--- config.mk ---
export PLATFORM = sky130hd
export DESIGN_NAME = dptt_ctrl
export DESIGN_NICKNAME = d
export VERILOG_FILES = /design/src/hw/rtl/dptt_pkg.sv /design/src/hw/rtl/dptt_ctrl.sv
export SDC_FILE = /design/constraint.sdc
export NUM_CORES = 1
export LEC_CHECK = 0
export ABC_AREA = 1
export ABC_CLOCK_PERIOD_IN_PS = 1300
export BUFFER_PORTS_ARGS = -buffer_cell sky130_fd_sc_hd__buf_2
export CORE_UTILIZATION = 48
export CTS_CLUSTER_SIZE = 8
export DETAILED_ROUTE_END_ITERATION = 12
export GPL_ROUTABILITY_DRIVEN = 0
export PLACE_DENSITY = 0.74
export RECOVER_POWER = 100
export SYNTH_ARGS = -nofsm -noshare
export SYNTH_HDL_FRONTEND = slang
export SYNTH_SLANG_ARGS = --single-unit
--- constraint.sdc ---
create_clock -name clk -period 1.3 [get_ports clk]
set_input_delay 0.26 -clock clk [delete_from_list [all_inputs] [get_ports clk]]
set_output_delay 0.26 -clock clk [all_outputs]
set_load 0.02 [all_outputs]
--- src/hw/rtl/dptt_pkg.sv ---
// shared constants, types and codes of the transposition table
package dptt_pkg;

  localparam int TableDepth = 1024;
  localparam int IdxW       = (TableDepth > 1) ? $clog2(TableDepth) : 1;
  localparam int CfgW       = 11;
  localparam int CntW       = (IdxW + 1 > CfgW) ? IdxW + 1 : CfgW;
  localparam int KeyW       = 64;
  localparam int StepW      = $clog2(KeyW);
  localparam int RotL       = 23;
  localparam int DepthW     = 8;
  localparam int ScoreW     = 22;
  localparam int MoveW      = 16;
  localparam int BoundW     = 2;

  localparam logic [CfgW-1:0] CfgReset = CfgW'(1024);

  localparam logic FuncProbe = 1'b0;
  localparam logic FuncStore = 1'b1;

  typedef enum logic [2:0] {
    ST_CLEAR,
    ST_IDLE,
    ST_DIVIDE,
    ST_READ,
    ST_DECIDE
  } dptt_state_t;

  typedef struct packed {
    logic              occupied;
    logic [KeyW-1:0]   key_first;
    logic [KeyW-1:0]   key_second;
    logic [DepthW-1:0] depth;
    logic [ScoreW-1:0] score;
    logic [MoveW-1:0]  move;
    logic [BoundW-1:0] bound;
  } dptt_entry_t;

  typedef struct packed {
    logic            load;
    logic            div_step;
    logic            mem_rd;
    logic            finish;
    logic            clr_en;
    logic [IdxW-1:0] clr_addr;
  } dptt_cmd_t;

  typedef struct packed {
    logic cfg_zero;
  } dptt_status_t;

endpackage

--- src/hw/rtl/dptt_ctrl.sv ---
// sequencer of the transposition table: clearing pass, division steps, read, decide
module dptt_ctrl (
  input  logic                   clk,
  input  logic                   rst,
  input  logic                   in_valid,
  output logic                   in_ready,
  input  logic                   out_ready,
  output logic                   out_valid,
  input  dptt_pkg::dptt_status_t status,
  output dptt_pkg::dptt_cmd_t    cmd
);
  import dptt_pkg::*;

  dptt_state_t      state, state_next;
  logic [StepW-1:0] step_cnt, step_cnt_next;
  logic [IdxW-1:0]  clr_cnt, clr_cnt_next;
  logic             out_valid_next;
  logic             out_free;

  assign out_free = !out_valid || out_ready;
  assign in_ready = (state == ST_IDLE);

  always_ff @(posedge clk) begin
    if (rst) begin
      state     <= ST_CLEAR;
      step_cnt  <= '0;
      clr_cnt   <= '0;
      out_valid <= 1'b0;
    end else begin
      state     <= state_next;
      step_cnt  <= step_cnt_next;
      clr_cnt   <= clr_cnt_next;
      out_valid <= out_valid_next;
    end
  end

  always_comb begin
    state_next     = state;
    step_cnt_next  = step_cnt;
    clr_cnt_next   = clr_cnt;
    out_valid_next = out_valid && !out_ready;
    cmd            = '0;
    cmd.clr_addr   = clr_cnt;
    case (state)
      ST_CLEAR: begin
        cmd.clr_en   = 1'b1;
        clr_cnt_next = clr_cnt + 1'b1;
        if (clr_cnt == IdxW'(TableDepth - 1)) begin
          clr_cnt_next = '0;
          state_next   = ST_IDLE;
        end
      end
      ST_IDLE: begin
        if (in_valid) begin
          cmd.load      = 1'b1;
          step_cnt_next = '0;
          state_next    = status.cfg_zero ? ST_DECIDE : ST_DIVIDE;
        end
      end
      ST_DIVIDE: begin
        cmd.div_step  = 1'b1;
        step_cnt_next = step_cnt + 1'b1;
        if (step_cnt == StepW'(KeyW - 1)) begin
          state_next = ST_READ;
        end
      end
      ST_READ: begin
        cmd.mem_rd = 1'b1;
        state_next = ST_DECIDE;
      end
      ST_DECIDE: begin
        if (out_free) begin
          cmd.finish     = 1'b1;
          out_valid_next = 1'b1;
          state_next     = ST_IDLE;
        end
      end
      default: begin
        state_next = ST_IDLE;
      end
    endcase
  end

endmodule

==> results of run 1 <==
flip-flops by register name, indices dropped and copies added (netlist names):
register / flops
out_valid: 1
step_cnt: 6
state: 3
clr_cnt: 10
synth_stat cells (all sizes together):
cell type  count
a21oi         10
a31oi          1
and2           1
and3           1
buf            2
clkinv         2
dfxtp         20
ha             2
inv           18
nand2         37
nand3         10
nand3b         1
nand4          7
nor2          24
nor3           1
o211ai         1
o21ai          7
o21bai         1
xor2           6
report_power, final:
group          switching [W]  internal (W)  leakage, nW
Combinational       0.000768      0.000691        0.518
Sequential          0.000126      0.000705        0.166
Clock               0.000213      0.000312       0.0279
area by class of cell:
cell class | instances | area, sq um | area share, %
Inverter | 20 | 90.1 | 5.63
Timing Repair Buffer | 43 | 315 | 19.7
Multi-Input combinational cell | 110 | 691 | 43.2
Tap cell | 27 | 33.8 | 2.11
Clock inverter | 1 | 30.0 | 1.88
Sequential cell | 20 | 417 | 26.1
Clock buffer | 3 | 22.5 | 1.41
cell usage in the layout (no fill, tap or decap), drive strengths merged:
cell type,synthesis,routed
a21oi,10,10
a31oi,1,1
and2,1,1
and3,1,1
buf,2,43
bufinv,0,1
clkbuf,0,3
clkinv,2,2
dfxtp,20,20
ha,2,2
inv,18,18
nand2,37,37
nand3,10,10
nand3b,1,1
nand4,7,7
nor2,24,24
nor3,1,1
o211ai,1,1
o21ai,7,7
o21bai,1,1
xor2,6,6
metal layers:
metal / part of all wire, % / global-route usage [%] / up-vias
met1: 45 / 30.3 / 540
met5: 0 / 0 / -
met3: 2.1 / 4.01 / 9
li1: - / - / 581
met4: 2.4 / 10.5 / 0
met2: 50 / 41.9 / 22
repair_timing:
item / in CTS / in global routing
setup buffers: 8 / 5
gates resized for setup: 34 / 16
pin swaps: 7 / 7
endpoints found under the setup margin: 9 / 18
hold endpoints to repair: 0 / 0
cells by family (layout without fill, tap and decap cells):
family,count (synthesis),after routing,share of synthesized area (%)
buffers and inverters,22,67,8.45
xor gates and xnor gates,6,6,4.79
DFF,20,20,36.5
and+or+nand+nor,82,82,37.4
AOI/OAI and AO/OA,20,20,10.5
adders and majority gates,2,2,2.28
worst max-delay path: stages, from the launching register on:
cell and delay (ns):
dfxtp_4 0.40, inv_4 0.08, nand3_4 0.08, inv_2 0.08, nand2_2 0.06, inv_2 0.07, buf_6 0.11
stage by stage:
stage               cells  power (W)  util, %  instance area (sq um)
CTS                   220    0.00262     73.5                   1520
finish                224    0.00282     77.5                   1600
global route          224    0.00296     77.5                   1600
global placement      208    0.00169     63.0                   1300
floorplan             152    0.00141        -                   1100
detailed placement    208    0.00172     63.0                   1300
path summary, 6_finish.rpt:
check | to | depth (start not counted)
hold / removal | out_valid | 4
hold reg to reg | step_cnt[4] | 2
setup reg to reg | state[2] | 10
setup / recovery | cmd[14] | 6
==> flow_metrics.tcl, run 1 <==
set metrics [dict create \
    tightest_slew_ns 0.304 \
    clk_pin_slew_ns 0.12 \
    cts_inserted_buffers 3 \
    synthCells 152 \
    fill_cells 145 \
    critPathArrivalTime_ns 1.19 \
    first_pass_iters 4 \
    ys_seq_area_share_pct 36.5 \
    synth_warnings 0 \
    power.density_mw_per_mm2 1760 \
    cap_viol_max_count 0 \
    critPathLaunchType "flop" \
    start_util_pct 53.2 \
    drc 0 \
    ys_seq_elements 20 \
    routed_wl_microns 2930 \
    setup_ws_ns -0.146 \
    worst_ep_required_time_ns 1.04 \
    place_hpwl_microns 1780 \
    ir_drop_v 0.00132 \
    r2r_start "state[0]" \
    grt_overflow 0 \
    path_class "flop to output port" \
    drt_iter0_markers 21 \
    synth_top_area_share_pct 36.5 \
    pre_cts_slack_ns -0.0248 \
    relSlewSlack_pct 79.6 \
    grt_start_max_net_pins 13 \
    hold_path_class "input port to flop" \
    setup_violations 13 \
    timing.hold.ws_ns 0.257 \
    synth_nets 159 \
    fin_setup_tns_ns -0.747 \
    htreeDepth 1 \
    drtAntennaViolNets 0 \
    ys_types 27 \
    wl_per_cell_microns 13.1 \
    violations "setup timing" \
    final_max_slew_viol_count 0 \
    numClockSinks 20 \
    crit_fanout 4 \
    drive_gt1_share_pct 46.7 \
    fmax_ghz 0.691 \
    die_h_microns 49.8 \
    grt_antenna_before_repair 0 \
    hold_violations 0 \
    yosys-top-cells-area "dfxtp_1 (37%), nand2_1 (11%), nor2_1 (5.8%)" \
    finalCriticalPeriod_ns 1.45 \
    antennaDiodeCount 0 \
    cts_buffer_depth 2 \
    syn_area_sq_mm 0.00110 \
    route.vias.total 1152 \
    die_area_sq_mm 0.00248 \
    port_buffers 21 \
    cts_tree "built" \
    clk_latency_ns 0.31 \
    final_nets 205 \
    coreArea_sq_mm 0.00206 \
    fin_skew_ns 0.00956 \
    rsz0062_at_grt "true" \
    status "complete, but fails checks" \
    end_kind "output port" \
    track_usage_pct 24.6 \
    die_w_microns 49.8 \
    drt-vias-per-instance 5.14 \
    synth.avg_cell_area_sq_um 7.21 \
    area_growth_pct 45.9 \
    io_pins 22 \
    holdBufCountCts 0 \
    crit_start "state[2]" \
    rows 16 \
    r2r_setup_slack_ns -0.05 \
    root_buffer "clkbuf_4" \
    grt_pass1_wl_microns 4640 \
    yosys.area.top_type "dfxtp_1" \
    first_global_vias 1077 \
    leakagePower_nw 0.712 \
    min_from "out_ready" \
    min_period_over_period_pct 111 \
]
No activity file was read; power rests on OpenSTA's default activity.
==> inputs of run 2 (changes only) <==
--- a/config.mk
+++ b/config.mk
@@ -8,6 +8,7 @@
 export ABC_AREA = 1
 export ABC_CLOCK_PERIOD_IN_PS = 1300
 export BUFFER_PORTS_ARGS = -buffer_cell sky130_fd_sc_hd__buf_2
+export CORE_MARGIN = 4
 export CORE_UTILIZATION = 48
 export CTS_CLUSTER_SIZE = 8
 export DETAILED_ROUTE_END_ITERATION = 12
@@ -17,3 +18,4 @@
 export SYNTH_ARGS = -nofsm -noshare
 export SYNTH_HDL_FRONTEND = slang
 export SYNTH_SLANG_ARGS = --single-unit
+export TNS_END_PERCENT = 100
==> run 2 against run 1 <==
- the run still ends with setup timing left
- maximum frequency increased by 3.0%
- sequential power about the same
- total power decreased by 11%
- global-route usage decreased by 7.1 points
- die area increased by 26%
- clock skew decreased by 0.0087 ns
- final cell count unchanged
- sequential cell count unchanged
- largest power group unchanged
==> flow_metrics.tcl, run 2 (synthesis gave the netlist of run 1 again) <==
set metrics [dict create \
    final_max_slew_viol_count 0 \
    power.density_mw_per_mm2 1600 \
    grt_pass1_wl_microns 4490 \
    setup_ws_ns -0.104 \
    biggestRegsByFlops "clr_cnt: 10 flops, step_cnt: 6 flops, state: 3 flops" \
    grt_start_max_net_pins 12 \
    crit_fanout 4 \
    rows 17 \
    seqCellArea_sq_um 419 \
    fmax_ghz 0.712 \
    area_growth_pct 43.6 \
    route.vias.total 1122 \
    leakagePower_nw 0.705 \
    top_register "clr_cnt" \
    final_common_cell "nand2_1" \
    start_util_pct 50.0 \
    wl_per_cell_microns 12.2 \
    ir_drop_v 0.000998 \
    setup_violations 7 \
    grt_antenna_before_repair 0 \
    r2r_end "state[0]" \
    clk_latency_ns 0.29 \
    multi_input_area_sq_um 689 \
    pre_cts_slack_ns -0.0182 \
    cts_inserted_buffers 3 \
    final_nets 204 \
    worst_ep_required_time_ns 1.04 \
    postPlaceCellArea_sq_mm 0.00131 \
    tightest_slew_ns 0.307 \
    fill_cells 183 \
    p_clk_share_pct 14.5 \
    min_period_over_period_pct 108 \
    port_buffers 21 \
    htreeDepth 1 \
    critPathArrivalTime_ns 1.14 \
    status "complete, but fails checks" \
    cap_viol_max_count 0 \
    numClockSinks 20 \
    first_pass_iters 4 \
    combinationalPowerShare_pct 52.4 \
    final_cell_mix "nand2_1 (29), buf_4 (20), buf_2 (15)" \
    drtAntennaViolNets 0 \
    p_int_w 0.00148 \
    largest_reg_flops 10 \
    track_usage_pct 17.5 \
    r2r_cells 8 \
    clk_pin_slew_ns 0.12 \
    r2r_setup_slack_ns -0.02 \
    worstHoldEndpoint "step_cnt[5]" \
    drt-vias-per-instance 5.01 \
    first_global_vias 1073 \
    path_class "flop to output port" \
    die_area_sq_mm 0.00311 \
    die_w_microns 55.8 \
    r2r_start "state[0]" \
    cts_buffer_depth 2 \
    min_from "in_valid" \
    p_sw_share_pct 41.2 \
    rsz0062_at_grt "true" \
    antennaDiodeCount 0 \
    drc 0 \
    coreArea_sq_mm 0.00219 \
    hold_path_class "input port to flop" \
    design_area_sq_mm 0.00157 \
    p_total_w 0.00252 \
    place_hpwl_microns 1880 \
    io_pins 22 \
    p_seq_share_pct 33.1 \
    die_h_microns 55.8 \
    drt_iter0_markers 23 \
    fin_setup_tns_ns -0.442 \
    p_sw_w 0.00104 \
    grt_overflow 0 \
    root_buffer "clkbuf_4" \
    routed_wl_microns 2740 \
    cts_tree "built" \
    drive_gt1_share_pct 48.0 \
    hold_depth 4 \
    relSlewSlack_pct 79.4 \
    fin_skew_ns 0.000858 \
    finalCriticalPeriod_ns 1.40 \
    end_kind "output port" \
    timing.hold.ws_ns 0.250 \
    critPathLaunchType "flop" \
    violations "setup timing" \
    hold_violations 0 \
]
run 2: cell count changes in the layout (fill, tap and decap cells not counted), sizes merged:
| cell | previous run | this run |
|---|---|---|
| buf | 43 | 42 |
| clkbuf | 3 | 4 |
| bufinv | 1 | 0 |
run 2: worst max-delay path by stage:
| stage | from | endpoint | slack, ns | cells past startpoint |
|---|---|---|---|---|
| 6_report | state[0] | cmd[12] | -0.10 | 5 |
| 5_1_grt | state[0] | cmd[12] | -0.18 | 5 |
| 4_1_cts | state[0] | cmd[12] | -0.10 | 5 |
| 3_5_place_dp | step_cnt[1] | state[1] | -0.02 | 6 |
| 3_3_place_gp | step_cnt[1] | state[1] | 0.04 | 6 |
| 2_1_floorplan | clr_cnt[0] | state[1] | 0.009 | 8 |
run 2: layout make-up:
class                   instances  share of cell area [%]
multi-input cells             110                    43.8
flip-flops and latches         20                    26.6
well taps                      28                    2.23
repair buffers                 42                    19.3
clock buffers                   4                    2.31
inverters                      20                    5.72
run 2: stage by stage:
step,util [%],instances
6_report,71.8,224
3_3_place_gp,59.6,208
2_1_floorplan,-,152
4_1_cts,67.2,219
5_1_grt,71.8,224
3_5_place_dp,59.6,208
run 2: repair_timing:
item,4_1_cts,5_1_grt
hold buffers,0,0
pin swaps,7,5
setup endpoints to repair,9,18
buffers inserted,7,6
resized for setup,27,25
run 2: layer usage:
| layer | share of wire (%) | GRT usage (%) | vias up | routed length [microns] |
|---|---|---|---|---|
| met1 | 46 | 22.0 | 519 | 1250 |
| met3 | 2.8 | 2.78 | 2 | 76 |
| li1 | - | - | 578 | - |
| met4 | 0.69 | 4.86 | 0 | 19 |
| met2 | 51 | 30.6 | 23 | 1390 |
| met5 | 0 | 0 | - | 0 |
run 2: power by group through the flow:
stage | sequential, W | clock, W | combinational (W)
finish | 0.000834 | 0.000365 | 0.00132
global route | 0.000849 | 0.000398 | 0.00144
global placement | 0.000759 | 0 | 0.00100
CTS | 0.000798 | 0.000364 | 0.00124
detailed placement | 0.000764 | 0 | 0.00104
floorplan | 0.000812 | 0 | 0.000596
run 2: critical path, cell delays in order, from the launching register on:
cell and delay [ns]:
dfxtp_4 0.43, inv_4 0.05, nor2_4 0.09, inv_2 0.04, nor2_2 0.11, buf_6 0.12
